**src/rtl/core/lcu_pkg.sv**
```systemverilog
// Package for the two-channel lux calculator: band codes, coefficients,
// default sizes and the elaboration-time fifth-root helper for the power ROM.
// No dependencies.
`timescale 1ns / 1ps

package lcu_pkg;

   localparam int DEF_COUNT_BITS  = 16;
   localparam int DEF_POW_ENTRIES = 256;
   localparam int QUEUE_DEPTH     = 4;

   localparam int IN_FIELD_BITS = 16;
   localparam int LUX_BITS      = 20;
   localparam int RATIO_BITS    = 16;
   localparam int POW_BITS      = 17;

   // Q0.24 coefficients, held in 20 bits
   localparam logic [19:0] K_BAND0_A = 20'd528482;
   localparam logic [19:0] K_BAND0_B = 20'd994889;
   localparam logic [19:0] K_BAND1_A = 20'd384198;
   localparam logic [19:0] K_BAND1_B = 20'd488217;
   localparam logic [19:0] K_BAND2_A = 20'd263402;
   localparam logic [19:0] K_BAND2_B = 20'd301990;
   localparam logic [19:0] K_BAND3_A = 20'd56707;
   localparam logic [19:0] K_BAND3_B = 20'd43621;

   localparam logic [LUX_BITS-1:0] INVALID_LUX_Q8 = 20'd255997;
   localparam logic [LUX_BITS-1:0] LUX_MAX        = 20'hFFFFF;

   typedef enum logic [2:0] {
      BAND_LOW     = 3'd0,
      BAND_MID     = 3'd1,
      BAND_HIGH    = 3'd2,
      BAND_TOP     = 3'd3,
      BAND_OVER    = 3'd4,
      BAND_INVALID = 3'd5
   } band_type;

   // largest z with z^5 <= target, z in 0..4096 (elaboration only)
   function automatic longint unsigned root5(input longint unsigned target);
      longint unsigned lo;
      longint unsigned hi;
      longint unsigned mid;
      lo = 0;
      hi = 4096;
      for (int k = 0; k < 13; k++) begin
         if (lo < hi) begin
            mid = (lo + hi + 1) >> 1;
            if (mid * mid * mid * mid * mid <= target) lo = mid;
            else hi = mid - 1;
         end
      end
      return lo;
   endfunction

endpackage

```
**src/rtl/core/lcu_front.sv**
```systemverilog
// Front end: accepts a count pair, registers it and classifies the ratio band.
// Depends on lcu_pkg.
`timescale 1ns / 1ps

module lcu_front import lcu_pkg::*; #(
   parameter int COUNT_BITS = DEF_COUNT_BITS
) (
   input  logic                  clock,
   input  logic                  reset,
   input  logic                  in_valid,
   output logic                  in_ready,
   input  logic [COUNT_BITS-1:0] in_bb,
   input  logic [COUNT_BITS-1:0] in_ir,
   output logic                  push,
   input  logic                  queue_full,
   output logic [COUNT_BITS-1:0] out_bb,
   output logic [COUNT_BITS-1:0] out_ir,
   output band_type              out_band
);

   localparam int PW = COUNT_BITS + 8;

   logic                  vld_ff;
   logic [COUNT_BITS-1:0] bb_ff;
   logic [COUNT_BITS-1:0] ir_ff;
   logic [PW-1:0]         ir100, bb52, bb65, bb80, bb130;

   assign push     = vld_ff && !queue_full;
   assign in_ready = !vld_ff || !queue_full;

   // hold one beat
   always_ff @(posedge clock) begin
      if (reset) vld_ff <= 1'b0;
      else if (in_ready) vld_ff <= in_valid;
   end

   always_ff @(posedge clock) begin
      if (in_ready && in_valid) begin
         bb_ff <= in_bb;
         ir_ff <= in_ir;
      end
   end

   // exact band compares against scaled broadband count
   always_comb begin
      ir100 = PW'(ir_ff) * PW'(100);
      bb52  = PW'(bb_ff) * PW'(52);
      bb65  = PW'(bb_ff) * PW'(65);
      bb80  = PW'(bb_ff) * PW'(80);
      bb130 = PW'(bb_ff) * PW'(130);
      if (bb_ff == '0 && ir_ff == '0) out_band = BAND_INVALID;
      else if (ir100 <= bb52)         out_band = BAND_LOW;
      else if (ir100 <= bb65)         out_band = BAND_MID;
      else if (ir100 <= bb80)         out_band = BAND_HIGH;
      else if (ir100 <= bb130)        out_band = BAND_TOP;
      else                            out_band = BAND_OVER;
   end

   assign out_bb = bb_ff;
   assign out_ir = ir_ff;

endmodule

```
**config.mk**
```make
export PLATFORM = sky130hd
export DESIGN_NAME = lcu_front
export DESIGN_NICKNAME = d
export VERILOG_FILES = /design/src/rtl/core/lcu_pkg.sv /design/src/rtl/core/lcu_front.sv
export SDC_FILE = /design/constraint.sdc
export NUM_CORES = 1
export LEC_CHECK = 0
export BUFFER_PORTS_ARGS = -buffer_cell sky130_fd_sc_hd__buf_2
export CORE_UTILIZATION = 55
export DETAILED_ROUTE_END_ITERATION = 10
export GPL_TIMING_DRIVEN = 0
export MAX_ROUTING_LAYER = met4
export PLACE_DENSITY = 0.75
export SLEW_MARGIN = 15
export SYNTH_ARGS = -nofsm -noshare
export SYNTH_HDL_FRONTEND = slang
export SYNTH_SLANG_ARGS = --single-unit
```
**constraint.sdc**
```tcl
create_clock -name clock -period 19.8 [get_ports clock]
set_input_delay 4.95 -clock clock [delete_from_list [all_inputs] [get_ports clock]]
set_output_delay 4.95 -clock clock [all_outputs]
set_load 0.02 [all_outputs]
```
==> impl_metrics.csv <==
group,metric,value,unit
outcome,outcome,"completed",
synth,syn-num-nets,1097,
clock_tree,tritoncts,"built",
final_layout,layout-drive-gt1-share,11.4,%
drt,routed_wirelength,16900,µm
grt,grt_first_pass_wirelength,27900,µm
clock_tree,cts_inserted_buffers,5,
clock_tree,cts_hold_buf,0,
critical_path,data_required_critical_path,14.85,ns
synth,synth_area_leaders,"ha_1, edfxtp_1, fa_1, inv_1, xnor2_1",
clock_tree,clock_sink_count,33,
clock_tree,ctsResizeCount,0,
synth,synth_seq_cells,33,
timing,period_minus_slack,11.14,ns
synth,top_cells_by_instance_count_after_synthesis,"ha_1, inv_1, a21oi_1",
flow_run,timing.max_cap.violations,0,
critical_path,reg2reg_slack,18.38,ns
critical_path,critical_path.max_fanout,8,
worst_hold_path,hp-start,"vld_ff",
timing,timing.final.hold_violations,0,
grt,globalRoute.totalOverflow,0,
worst_hold_path,hold_class,"reg -> reg",
grt,grt.total_usage,25.8,%
placed_design,place.port_buffers,72,
drt,vias,6086,
power,power_per_cell_area,95.6,nW/µm²
clock_tree,clk_transition_reported_paths,0.06,ns
final_layout,multi_input_area,6030,µm²
synth,post_synth.cell_area_avg,9.24,µm²
die,placementRows,42,
clock_tree,clock_tree.htree_level_count,2,
timing,final_critical_path_setup_slack,8.66,ns
power,max-vdd-ir-drop,54.9,µV
grt,vias_in_the_first_global_route,5722,
worst_hold_path,hold_depth,2,
final_layout,nFillCells,1210,
grt,grt_antenna_before_repair,0,
synth,syn_area,7450,µm²
drt,detailedRoute.firstPassIterationCount,5,
final_layout,antenna-diode-count,0,
synth,yosys.cell_types.count,73,
critical_path,regToRegEndpoint,"out_bb[15]",
die,die-area,14000,µm²
timing,timing.final.crit_share,56.2,%
power,power,783,µW
grt,grt_max_degree,33,
timing,maxClockFrequency,89.8,MHz
drt,post-route-drc-count,0,
die,die_width,118,µm
die,top_level_ports,73,
die,placeableCoreArea,13200,µm²
power,power.static_leakage,0.00428,µW
critical_path,crit-reg2reg-launch,"vld_ff",
drt,antenna_violating_nets_post_route,0,
clock_tree,ctsLongestPathBuffers,2,
worst_hold_path,hold_path_sink,"vld_ff",
critical_path,endpoint_kind,"output port",
die,die_height,118,µm
timing,setup_repair_after_global_routing_missed_its_margin,"false",
clock_tree,clock_tree.root_cell,"clkbuf_16",
critical_path,timing_worst_setup_path_type,"reg -> out",
drt,detailedRoute.firstIterationViolations,298,
final_layout,fin_area,8190,µm²
synth,synth_largest_type_area_fraction,38.5,%
critical_path,crit_path_start_kind,"register",
final_layout,nets,1176,
drt,wire_per_inst,15.9,µm
drt,vias_per_cell,5.73,
clock_tree,clk_latency,0.28,ns
timing,setup_viol,0,
synth,synth_area_leader_cell,"ha_1",
timing,timing.slew.headroom,43.5,%
synth,synth_edf_count,32,
timing,timing_max_transition_violations_final,0,
synth,post_synth_inst_count,806,
die,initial_utilization,56.2,%
critical_path,worst-endpoint-arrival,6.19,ns
clock_tree,postCtsSetupBuffers,0,
synth,synth_most_common_cell,"ha_1",
final_layout,flow.area_growth_from_synthesis,9.93,%
placed_design,placedInstanceArea,8030,µm²
synth,postSynth.topFlopCell,"edfxtp_1",
final_layout,final_core_utilization,61.8,%
synth,asyncSetResetFlopFracSynth,0,%
critical_path,worst-r2r-cell-count,2,
timing,worst_max_slew_pin_slew,0.840,ns
placed_design,place.detailed.hpwl,14200,µm
final_layout,seq_area,981,µm²
synth,seq_area_frac_synth,13.2,%
timing,finalClockSkew,0.00348,ns
placed_design,detailedPlace.worstSlack,9.07,ns
placed_design,place_congestion,0.890,
synth,yosysWarningCount,0,
timing,finalSetupTns,0,ns
how the worst max path moves through the flow:
stage	slack (ns)	end	cells after the start	startpoint
global route	8.20	out_band[2]	25	out_bb[3]
detailed placement	9.07	out_band[2]	25	out_bb[3]
finish	8.66	out_band[2]	25	out_bb[3]
floorplan	9.60	push	1	queue_full
CTS	8.71	out_band[2]	25	out_bb[3]
global placement	9.10	out_band[2]	25	out_bb[3]
cells by family after synthesis:
logic type / after synthesis / share of synthesized area, %
AOI/OAI and AO/OA: 194 / 18.2
xor gates and xnor gates: 52 / 6.40
adders and majority gates: 256 / 45.6
buffers and inverters: 117 / 5.90
DFF: 33 / 13.2
muxes: 1 / 0.134
and+or+nand+nor: 153 / 10.6
cells in the final DEF (no fill, tap or decap), types with 26 or more instances in the layout:
cell / netlist / routed
ha_1: 229 / 229
inv_1: 116 / 116
buf_2: 0 / 72
a21oi_1: 57 / 57
o21ai_0: 39 / 39
nand2_1: 33 / 33
xnor2_1: 33 / 33
edfxtp_1: 32 / 32
nor2_1: 31 / 31
a21o_1: 27 / 27
fa_1: 26 / 26
routing by layer:
| metal | vias to the layer above | wire (µm) | track usage, % | share of wire (%) |
|---|---|---|---|---|
| li1 | 3092 | - | - | - |
| met1 | 2836 | 8260 | 35.3 | 49 |
| met2 | 131 | 7400 | 40.1 | 44 |
| met3 | 27 | 767 | 2.90 | 4.5 |
| met4 | 0 | 431 | 7.52 | 2.6 |
| met5 | - | 0 | - | 0 |
sequential cells by signal (all words and copies together) (netlist names):
name	cells
vld_ff	1
out_ir	16
out_bb	16
final cells by class:
| type | instances | area share [%] |
|---|---|---|
| repair buffers | 72 | 4.40 |
| clock buffers | 7 | 1.86 |
| multi-input cells | 656 | 73.6 |
| inverters | 116 | 5.32 |
| clock inverters | 1 | 0.0611 |
| flip-flops and latches | 33 | 12.0 |
| well taps | 176 | 2.69 |
| plain buffers | 1 | 0.0458 |
through the flow:
step	hold slack [ns]	std cells
floorplan	0.465	806
global placement	0.494	1054
detailed placement	0.507	1054
CTS	0.520	1062
global route	0.574	1062
finish	0.523	1062
worst max-delay path: stages, from the launching register on:
cell	delay, ns
edfxtp_1	0.58
inv_1	0.16
ha_1	0.30
inv_1	0.05
fa_1	0.50
inv_1	0.04
ha_1	0.34
nor2b_1	0.15
o21ai_0	0.21
a21boi_0	0.17
o2111ai_1	0.29
a21boi_0	0.13
o21ai_0	0.22
a21boi_0	0.20
o41a_1	0.38
a211oi_1	0.29
xor2_1	0.12
ha_1	0.40
nand4_1	0.12
nor2_1	0.11
nand4_1	0.21
a211oi_2	0.23
o32ai_2	0.13
a21o_1	0.21
a31o_1	0.21
buf_2	0.15
report_power, final:
| group | internal [µW] | leakage [µW] | switching, µW |
|---|---|---|---|
| logic | 262 | 0.00388 | 347 |
| registers | 82.0 | 0.000318 | 9.20 |
| clock network | 53.3 | 0.0000799 | 30.3 |
| total | 397 | 0.00428 | 386 |
Power figures use the tool's default switching activity.
