`src/rtl/core/lcu_pkg.sv`:
```
// Package for the two-channel lux calculator: band codes, coefficients,
// default sizes and the elaboration-time fifth-root helper for the power ROM.
// No dependencies.
`timescale 1ns / 1ps

package lcu_pkg;

   localparam int DEF_COUNT_BITS  = 16;
   localparam int DEF_POW_ENTRIES = 256;
   localparam int QUEUE_DEPTH     = 4;

   localparam int IN_FIELD_BITS = 16;
   localparam int LUX_BITS      = 20;
   localparam int RATIO_BITS    = 16;
   localparam int POW_BITS      = 17;

   // Q0.24 coefficients, held in 20 bits
   localparam logic [19:0] K_BAND0_A = 20'd528482;
   localparam logic [19:0] K_BAND0_B = 20'd994889;
   localparam logic [19:0] K_BAND1_A = 20'd384198;
   localparam logic [19:0] K_BAND1_B = 20'd488217;
   localparam logic [19:0] K_BAND2_A = 20'd263402;
   localparam logic [19:0] K_BAND2_B = 20'd301990;
   localparam logic [19:0] K_BAND3_A = 20'd56707;
   localparam logic [19:0] K_BAND3_B = 20'd43621;

   localparam logic [LUX_BITS-1:0] INVALID_LUX_Q8 = 20'd255997;
   localparam logic [LUX_BITS-1:0] LUX_MAX        = 20'hFFFFF;

   typedef enum logic [2:0] {
      BAND_LOW     = 3'd0,
      BAND_MID     = 3'd1,
      BAND_HIGH    = 3'd2,
      BAND_TOP     = 3'd3,
      BAND_OVER    = 3'd4,
      BAND_INVALID = 3'd5
   } band_type;

   // largest z with z^5 <= target, z in 0..4096 (elaboration only)
   function automatic longint unsigned root5(input longint unsigned target);
      longint unsigned lo;
      longint unsigned hi;
      longint unsigned mid;
      lo = 0;
      hi = 4096;
      for (int k = 0; k < 13; k++) begin
         if (lo < hi) begin
            mid = (lo + hi + 1) >> 1;
            if (mid * mid * mid * mid * mid <= target) lo = mid;
            else hi = mid - 1;
         end
      end
      return lo;
   endfunction

endpackage

```
`src/rtl/core/lcu_queue.sv`:
```
// Small register FIFO between the front end and the back end.
// Depends on lcu_pkg.
`timescale 1ns / 1ps

module lcu_queue import lcu_pkg::*; #(
   parameter int WIDTH = 35
) (
   input  logic             clock,
   input  logic             reset,
   input  logic             push,
   input  logic [WIDTH-1:0] push_data,
   output logic             full,
   input  logic             pop,
   output logic             empty,
   output logic [WIDTH-1:0] pop_data
);

   localparam int PTR_W = $clog2(QUEUE_DEPTH);
   localparam int CNT_W = $clog2(QUEUE_DEPTH + 1);

   logic [WIDTH-1:0] mem_ff [0:QUEUE_DEPTH-1];
   logic [PTR_W-1:0] wr_ff, rd_ff;
   logic [CNT_W-1:0] cnt_ff;
   logic             do_pop;

   assign full     = cnt_ff == CNT_W'(QUEUE_DEPTH);
   assign empty    = cnt_ff == '0;
   assign do_pop   = pop && !empty;
   assign pop_data = mem_ff[rd_ff];

   always_ff @(posedge clock) begin
      if (push) mem_ff[wr_ff] <= push_data;
   end

   // pointers and fill count
   always_ff @(posedge clock) begin
      if (reset) begin
         wr_ff  <= '0;
         rd_ff  <= '0;
         cnt_ff <= '0;
      end else begin
         if (push)   wr_ff <= PTR_W'(wr_ff + 1'b1);
         if (do_pop) rd_ff <= PTR_W'(rd_ff + 1'b1);
         if (push && !do_pop)      cnt_ff <= CNT_W'(cnt_ff + 1'b1);
         else if (!push && do_pop) cnt_ff <= CNT_W'(cnt_ff - 1'b1);
      end
   end

endmodule

```
`config.mk`:
```
export PLATFORM = sky130hd
export DESIGN_NAME = lcu_queue
export DESIGN_NICKNAME = d
export VERILOG_FILES = /design/src/rtl/core/lcu_pkg.sv /design/src/rtl/core/lcu_queue.sv
export SDC_FILE = /design/constraint.sdc
export NUM_CORES = 1
export LEC_CHECK = 0
export BUFFER_PORTS_ARGS = -buffer_cell sky130_fd_sc_hd__buf_4
export CAP_MARGIN = 0
export CELL_PAD_IN_SITES_DETAIL_PLACEMENT = 1
export CELL_PAD_IN_SITES_GLOBAL_PLACEMENT = 2
export CORE_MARGIN = 2
export CORE_UTILIZATION = 30
export CTS_BUF_LIST = sky130_fd_sc_hd__clkbuf_16
export DETAILED_ROUTE_END_ITERATION = 8
export PLACE_DENSITY_LB_ADDON = 0.1
export SYNTH_ARGS = -nofsm -noshare
export SYNTH_HDL_FRONTEND = slang
export SYNTH_SLANG_ARGS = --single-unit
```
`constraint.sdc`:
```
create_clock -name clock -period 2.58 [get_ports clock]
set_input_delay 0.516 -clock clock [delete_from_list [all_inputs] [get_ports clock]]
set_output_delay 0.516 -clock clock [all_outputs]
set_load 0.1 [all_outputs]
```
==> metrics.txt, run 1 <==
hold_buf cts=0; most numerous cell on the critical path=buf_4; # fillers=1763; Yosys top cell area share=0.759; initial antenna violation count=0; startpoint types=register; Clk pin slew, worst setup/hold paths=~60 ps; CTS Buf Count=17; Synth Warn #=0; htree depth=4; VDD IR max=approximately 0.61 mV; Detailed Route WL=roughly 11000 microns; CP Cell Sequence=buf_4 -> mux4_1 -> buf_4; leading area contributor after synthesis=edfxtp_1; Vias=~2500; # diodes=0; Syn Inst Count=227; CP bufs+invs=2; Fmax achieved=407 MHz; clock root buffer master=clkbuf_16; Required @ worst endpoint=slightly above 2000 ps; area delta synth->final=26.8%; DR vias/cell=around 4.5; Die X=roughly 140 microns; DRT Pass-1 Iters=4; layout cells sized above 1=0.444; TritonCTS Sinks=149; pwr dens=~1200 nW/um^2; DRC viols=0; Clock Tree Buf Depth=2; final setup vio count=0; vias in the first global route=2921; HPWL after DPL=approximately 6600 microns; gpl congestion=between 0.6 and 0.7; die area=about 20000 sq um; die height=140 microns; CP max-delay cell=mux4_1; status=finished, final reports clean; Starting Density=0.307; crit path DAT=between 1500 and 2000 ps; Max Slew Vio Count=0; Yosys cell types=24; min-delay worst type=in -> reg; first-pass GRT wire length=around 17000 microns; slew margin rel.=0.650; nets=around 370; RSZ-0062 raised after global routing=no; GRT Residual Overflow=0; CP max FO=14; Clock Latency Late Sink=just over 400 ps; syn_nets=between 200 and 300; final hold violation count=0; I/O Buffers=75; Tcrit/Tclk final=0.952; CTS tree=yes; Post-CTS Setup Inserts=0; total core area=18000 sq um; Static Leak=about 2.4 nW; Yosys reg bits=around 150; CP Capture Type=primary output; synthesized area per cell=24.4 sq um; largest stage delay on the critical path=610 ps; sequential area share after synthesis=0.791; Antenna Nets Post-Route=0; # Max-Cap Violations=0; fin crit period=roughly 2500 ps; initial drt markers=about 100; Design Power=0.00850 W; setup TNS=0 ps; post-layout util=0.390; GRT Util Overall=0.117; post-cts sizing count=0; IO Pins=76; actual slew at the worst max-slew pin=~520 ps; delay-heaviest family, CP=multiplexers; row cnt=between 40 and 50; skew final=4.96 ps; largest net degree at the start of global routing=34; DR WL/cell=19.0 microns; CP Class=reg -> out; Mapped Area=around 5500 sq um; top cells by area, synth=edfxtp_1 76%, mux4_2 12%, dfxtp_1 3.3%
-- cell families (layout without fill, tap and decap cells) --
kind of cell,after synthesis,in the layout,synth area share
AOI/OAI and AO/OA,4,4,0.00474
xor gates and xnor gates,5,5,0.00790
adders and majority gates,6,6,0.0149
buffers and inverters,12,118,0.0192
DFF,149,149,0.791
muxes,37,37,0.149
and+or+nand+nor,14,14,0.0126
-- worst register-to-register path: cells and delay by family, from the launching register on --
family          cells  cell delay, ps
buf+inv             1              60
fa+ha+maj           2             630
compound gates      2             530
simple gates        1             300
flops               1             380
xor+xnor            1             180
-- power by group --
group	internal, W	total, W	switching (W)
combinational	0.000832	0.00314	0.00231
sequential	0.00280	0.00287	0.0000711
clock	0.00159	0.00249	0.000900
-- placed cells by master (no fill, tap or decap), types with 2 or more instances in the layout --
cell       instances
clkinv_1           2
ha_1               5
dfxtp_1            7
xor2_1             4
dfxtp_2            2
inv_1              6
mux4_1             5
mux4_2            30
nor2_1             7
clkinv_2           3
mux2i_1            2
bufinv_16          4
buf_4             80
and2_2             4
edfxtp_1         140
buf_12             4
clkbuf_16         17
-- per-stage QoR --
| stage | instance area (sq um) | hold WS (ps) | cells | setup WS (ps) |
|---|---|---|---|---|
| global route | 7030 | 285 | 562 | 29.3 |
| detailed placement | 6430 | 537 | 531 | 415 |
| CTS | 7030 | 277 | 562 | 70.4 |
| global placement | 6430 | 534 | 531 | 448 |
| finish | 7030 | 298 | 562 | 124 |
| floorplan | 5550 | 485 | 227 | 459 |
-- cell usage after synthesis --
master	n
inv_1	3
clkbuf_1	1
o21ai_0	1
buf_2	3
nor3_1	1
xor2_1	4
o311ai_0	1
or3_1	1
nor3b_1	1
buf_12	3
o31ai_1	1
buf_6	1
ha_1	5
edfxtp_1	140
mux2i_1	2
dfxtp_1	9
mux4_2	30
and2_1	4
nor2_1	7
clkbuf_2	1
a21oi_1	1
xnor2_1	1
fa_1	1
mux4_1	5
-- sequential cells by signal (all words and copies together), names as in the netlist, named ones only --
signal	flops
rd_ff	2
wr_ff	2
cnt_ff	3
mem_ff	140
-- layout make-up --
| class | count | area [sq um] | share of cell area |
|---|---|---|---|
| multi-input cells | 66 | 1060 | 0.152 |
| repair buffers | 84 | 681 | 0.0969 |
| flip-flops and latches | 149 | 4390 | 0.624 |
| well taps | 229 | 287 | 0.0408 |
| clock inverters | 14 | 170 | 0.0242 |
| clock buffers | 17 | 425 | 0.0606 |
| inverters | 3 | 11.3 | 0.00160 |
-- routing by layer --
| layer | track usage | wire, microns | share of wire | vias to the layer above |
|---|---|---|---|---|
| met2 | 0.188 | 5420 | 0.51 | 60 |
| met4 | 0.0521 | 183 | 0.017 | 0 |
| met3 | 0.0366 | 458 | 0.043 | 15 |
| met1 | 0.148 | 4600 | 0.43 | 1320 |
| li1 | - | - | - | 1142 |
| met5 | 0 | 0 | 0 | - |
-- final timing paths --
path / from / endpoint / slack [ps] / cells past startpoint
min reg2reg: rd_ff[1] / rd_ff[1] / 530 / 2
min: push_data[25] / mem_ff[2][25] / 300 / 1
max reg2reg: cnt_ff[0] / cnt_ff[2] / 440 / 7
max: register / pop_data[29] / 120 / 3
(Power assumes the default switching activity.)
==> run 2, diff against run 1 <==
- GPL_TIMING_DRIVEN: default -> 0
- PLACE_DENSITY_LB_ADDON: 0.1 -> 0.08
==> metrics.txt, run 2 (same netlist as run 1, synthesis figures left out) <==
status=finished, final reports clean; IO Pins=76 (unchanged); CTS tree=yes; Detailed Route WL=10500 microns (-1.2%); Static Leak=2.41 nW (-0.13%); commonest non-fill, non-tap cells in the layout=140 x edfxtp_1, 74 x buf_4, 30 x mux4_2; Die X=140 microns (unchanged); Vias=2543 (+0.24%); crit path DAT=1900 ps (-40 ps); Internal Power=0.00510 W (-2.3%); combinational share of power=0.383 (+0.014); area delta synth->final=27.2%; Design Power=0.00842 W (-0.91%); DR vias/cell=4.49 (-0.47%); largest stage delay on the critical path=370 ps (-240 ps); DR WL/cell=18.6 microns (-1.9%); I/O Buffers=74 (-1.3%); Required @ worst endpoint=2060 ps (about the same); RSZ-0062 raised after global routing=no; Clock Tree Buf Depth=2 (unchanged); GRT Util Overall=0.116 (-0.00147); first-pass GRT wire length=16400 microns (-1.9%); CP Cell Sequence=clkbuf_2 -> buf_2 -> mux4_2 -> buf_4; layout cells sized above 1=0.445 (+0.000659); gpl congestion=0.665 (+6.6%); # Max-Cap Violations=0 (unchanged); DRT Pass-1 Iters=4 (unchanged); CTS Buf Count=17 (unchanged); most common cell after layout, fill and taps aside=edfxtp_1; startpoint types=register; CP max-delay cell=mux4_2; Switching Power=0.00332 W (+1.3%); VDD IR max=0.781 mV (+29%); setup TNS=0 ps (unchanged); nets=369 (+0.82%); skew final=4.61 ps (-0.349 ps); final setup vio count=0 (unchanged); # diodes=0 (unchanged); CP Class=reg -> out; worst hold slack=301 ps (+2.99 ps); clock share of power=0.277 (-0.016); max reg flops=140 (unchanged); die area=19600 sq um (unchanged); Finished Cell Area=7050 sq um (+0.34%); die height=140 microns (unchanged); largest registers=mem_ff (140), cnt_ff (3); vias in the first global route=2890 (-1.1%); Starting Density=0.307 (unchanged); clock root buffer master=clkbuf_16; row cnt=49 (unchanged); htree depth=4 (unchanged); DRC viols=0 (unchanged); TritonCTS Sinks=149 (unchanged); Biggest register=mem_ff; Tcrit/Tclk final=0.937 (-0.0153); FF-to-FF path depth=7 (unchanged); Post-CTS Setup Inserts=0 (unchanged); actual slew at the worst max-slew pin=609 ps (+90.5 ps); hold path depth=1 (unchanged); pwr dens=1190 nW/um^2 (-1.2%); Area after DPL=6480 sq um (+0.86%); CP Capture Type=primary output; GRT Residual Overflow=0 (unchanged); final hold violation count=0 (unchanged); slew margin rel.=0.594 (-0.0559); min-delay worst type=in -> reg; Stages on worst setup path=4 (+1); CP max FO=10 (-4); initial drt markers=126 (+21%); Max Slew Vio Count=0 (unchanged); Fmax achieved=414 MHz (+1.6%); post-cts sizing count=0 (unchanged); initial antenna violation count=0 (unchanged); fin crit period=2420 ps (-39.6 ps); total core area=18000 sq um (unchanged); HPWL after DPL=6600 microns (+0.16%); Clock Latency Late Sink=410 ps (about the same); CP bufs+invs=3 (+1); Antenna Nets Post-Route=0 (unchanged); hold_buf cts=0 (unchanged); delay-heaviest family, CP=buffers and inverters; switching share of total power=0.394 (+0.00857); Clk pin slew, worst setup/hold paths=60 ps (about the same); part of the power in registers=0.340 (+0.002); largest net degree at the start of global routing=30 (-12%)
[run 2: cell types whose count changed in the layout (fill, tap and decap cells not counted), moves of 2 or more]
cell / previous run / this run
buf_4: 80 / 74
buf_2: 0 / 3
buf_12: 4 / 6
bufinv_16: 4 / 2
clkinvlp_4: 1 / 3
dfxtp_1: 7 / 9
dfxtp_2: 2 / 0
inv_1: 6 / 4
inv_6: 0 / 2
[run 2: final timing paths]
check / endpoint / slack, ps / startpoint
max: pop_data[19] / 160 / register
min reg2reg: register / 550 / rd_ff[1]
min: mem_ff[3][14] / 300 / push_data[14]
max reg2reg: cnt_ff[2] / 370 / cnt_ff[0]
[run 2: layout make-up]
type / count / area (sq um)
fill: 1758 / 11000
sequential: 149 / 4380
multi-input combinational: 66 / 1060
timing repair buffer: 78 / 643
clock buffer: 17 / 425
tap: 229 / 287
clock inverter: 15 / 139
buffer: 9 / 95.1
inverter: 3 / 11.3
[run 2: metal layers]
metal,vias up,part of all wire,GRT usage
li1,1148,-,-
met1,1325,0.44,0.142
met2,57,0.50,0.186
met3,13,0.048,0.0397
met4,0,0.017,0.0553
met5,-,0,0
[run 2: power groups by stage]
stage / clock network, W / registers, W / logic (W)
floorplan: 0 / 0.00290 / 0.00263
global placement: 0 / 0.00292 / 0.00325
detailed placement: 0 / 0.00292 / 0.00328
CTS: 0.00242 / 0.00286 / 0.00328
global route: 0.00250 / 0.00288 / 0.00335
finish: 0.00234 / 0.00286 / 0.00322
[run 2: through the flow]
| stage | setup WS, ps | util | instances |
|---|---|---|---|
| after floorplan | 459 | - | 227 |
| after global placement | -169 | 0.355 | 530 |
| after detailed placement | 355 | 0.360 | 534 |
| after CTS | 82.8 | 0.391 | 566 |
| after global routing | 22.0 | 0.391 | 566 |
| final | 164 | 0.391 | 566 |
==> run 3, diff against run 2 <==
- ABC_AREA: default -> 1
==> metrics.txt, run 3 <==
die area=19900 sq um (+1.8%); number of synthesized flops with an enable pin=140 (unchanged); Vias=3540 (+39%); # diodes=0 (unchanged); max reg flops=140 (unchanged); DRT Pass-1 Iters=5 (+1); actual slew at the worst max-slew pin=484 ps (-125 ps); syn_nets=447 (+64%); largest stage delay on the critical path=420 ps (+50 ps); total core area=18600 sq um (+3.1%); CP Class=reg -> out; commonest non-fill, non-tap cells in the layout=140 x edfxtp_1, 78 x buf_4, 76 x nor2_1; initial drt markers=173 (+37%); I/O Buffers=75 (+1.4%); largest family of logic cells by synthesized area=compound AO/OA/AOI/OAI gates; GRT Util Overall=0.153 (+0.0369); row cnt=50 (+2.0%); Max Slew Vio Count=0 (unchanged); TritonCTS Sinks=149 (unchanged); slew margin rel.=0.677 (+0.0828); vias in the first global route=3926 (+36%); Worst Hold End=mem_ff[3][27]; DR WL/cell=19.3 microns (+3.9%); FF-to-FF Start=cnt_ff[0]; Synth top cells by count=140 x edfxtp_1, 76 x nor2_1, 52 x o21ai_0, 35 x o22ai_1, 21 x o21ai_1; gpl congestion=0.706 (+6.2%); DRC viols=0 (unchanged); clock root buffer master=clkbuf_16; CP max FO=10 (unchanged); VDD IR max=0.501 mV (-36%); Clk pin slew, worst setup/hold paths=70 ps (about the same); area delta synth->final=32.5%; fin worst setup slack=119 ps (-44.6 ps); Die X=141 microns (+0.91%); Detailed Route WL=14400 microns (+37%); top cells by area, synth=edfxtp_1 74%, nor2_1 5.1%, o21ai_0 4.6%; CTS tree=yes; skew final=6.50 ps (+1.89 ps); switching share of total power=0.421 (+0.0272); Post-CTS Setup Inserts=0 (unchanged); post-synthesis mux area share=0 (-0.149); Clock Tree Buf Depth=2 (unchanged); fin crit period=2460 ps (+44.6 ps); Biggest register=mem_ff; Hold Crit Start=push_data[27]; most common cell after layout, fill and taps aside=edfxtp_1; final hold violation count=0 (unchanged); GRT Residual Overflow=0 (unchanged); crit path DAT=1940 ps (+40 ps); # Max-Cap Violations=0 (unchanged); worst hold slack=292 ps (-9.71 ps); largest registers=mem_ff (140), cnt_ff (3); IO Pins=76 (unchanged); async set-reset flop share out of synthesis=0 (unchanged); die height=141 microns (+0.91%); FF-to-FF path depth=8 (+1); largest net degree at the start of global routing=30 (unchanged); HPWL after DPL=8910 microns (+35%); clock share of power=0.296 (+0.019); Yosys top cell area share=0.745 (-0.0140); Syn Inst Count=402 (+77%); Internal Power=0.00531 W (+4.1%); CP max-delay cell=dfxtp_1; most common cell in the netlist=edfxtp_1; leading area contributor after synthesis=edfxtp_1; CP Cell Sequence=inv_2 -> buf_2 -> o21ai_0 -> o22ai_2 -> buf_6; Starting Density=0.304 (-0.00360); Antenna Nets Post-Route=0 (unchanged); hold path depth=1 (unchanged); part of the power in registers=0.310 (-0.030); Yosys cell types=19 (-21%); initial antenna violation count=0 (unchanged); CTS Buf Count=17 (unchanged); Switching Power=0.00387 W (+16%); Static Leak=2.71 nW (+12%); synthesized area per cell=14.0 sq um (-42%); pwr dens=1230 nW/um^2 (+2.7%); Synth Area in XOR/XNOR=0.00155 (-0.00635); sequential area share after synthesis=0.777 (-0.0146); Register-to-Register Setup Slack=740 ps (+370 ps); simple-gate portion of the synthesized area=0.0641 (+0.0514); Synth Area in Compound Gates=0.108 (+0.103); status=finished, final reports clean; nets=545 (+48%); startpoint types=register; htree depth=4 (unchanged); layout cells sized above 1=0.339 (-0.106); final setup vio count=0 (unchanged); post-place setup slack=513 ps (+157 ps); Yosys reg bits=149 (unchanged); post-cts sizing count=0 (unchanged); hold_buf cts=0 (unchanged); ys flop type=edfxtp_1; Tcrit/Tclk final=0.954 (+0.0173); DR vias/cell=4.74 (+5.5%); Synth Warn #=0 (unchanged); Required @ worst endpoint=2060 ps (about the same); Post-Synth Adder-Cell Area=0.0146 (-0.000274); min-delay worst type=in -> reg; Fmax achieved=406 MHz (-1.8%); combinational share of power=0.394 (+0.011); CP Capture Type=primary output; Critical R2R Capture=cnt_ff[1]; Mapped Area=5640 sq um (+1.9%); first-pass GRT wire length=22200 microns (+35%); Clock Latency Late Sink=420 ps (about the same)
==> run 3: kinds of logic after synthesis <==
| kind of cell | after synthesis |
|---|---|
| flip-flops | 149 |
| AO/OA/AOI/OAI | 113 |
| XOR/XNOR | 1 |
| adder cells (fa/ha/maj) | 6 |
| AND/OR/NAND/NOR | 95 |
| buffers and inverters | 38 |
==> run 3: how the worst max path moves through the flow <==
stage | endpoint | slack [ps] | cells after the start
final | pop_data[31] | 120 | 5
after global routing | pop_data[33] | -7 | 5
after CTS | pop_data[31] | 40 | 5
after detailed placement | pop_data[4] | 510 | 5
after global placement | mem_ff[3][9] | 100 | 3
after floorplan | full | 500 | 1
==> run 3: final cells by class <==
type	count	area (sq um)
Clock buffer	17	425
Multi-Input combinational cell	215	1290
Sequential cell	149	4380
Buffer	21	134
Timing Repair Buffer	79	662
Clock inverter	15	230
Tap cell	234	293
Inverter	17	66.3
Fill cell	1905	11100
==> run 3: through the flow <==
stage	std cells	util	TNS, ps	cell area [sq um]	power, W
finish	747	0.403	0	7480	0.00918
global route	747	0.403	-19.3	7480	0.00955
CTS	747	0.401	0	7460	0.00927
detailed placement	715	0.366	0	6800	0.00653
global placement	711	0.362	0	6720	0.00648
floorplan	402	-	0	5870	0.00565
==> run 3: layer usage <==
| layer | up-vias | share of wire | track usage |
|---|---|---|---|
| met5 | - | 0 | 0 |
| li1 | 1688 | - | - |
| met2 | 70 | 0.50 | 0.261 |
| met1 | 1769 | 0.46 | 0.193 |
| met4 | 0 | 0.011 | 0.0442 |
| met3 | 13 | 0.030 | 0.0370 |
==> run 3: worst max-delay path, delay by kind of cell, from the launching register on <==
kind | cells | cell delay [ps]
buffers and inverters | 3 | 750
flip-flops | 1 | 420
AO/OA/AOI/OAI | 2 | 340
==> run 3: power by group through the flow <==
stage	Sequential, W	Clock (W)	Combinational [W]
2_1_floorplan	0.00288	0	0.00277
3_3_place_gp	0.00290	0	0.00358
3_5_place_dp	0.00290	0	0.00363
4_1_cts	0.00285	0.00278	0.00364
5_1_grt	0.00286	0.00288	0.00380
6_report	0.00285	0.00272	0.00361
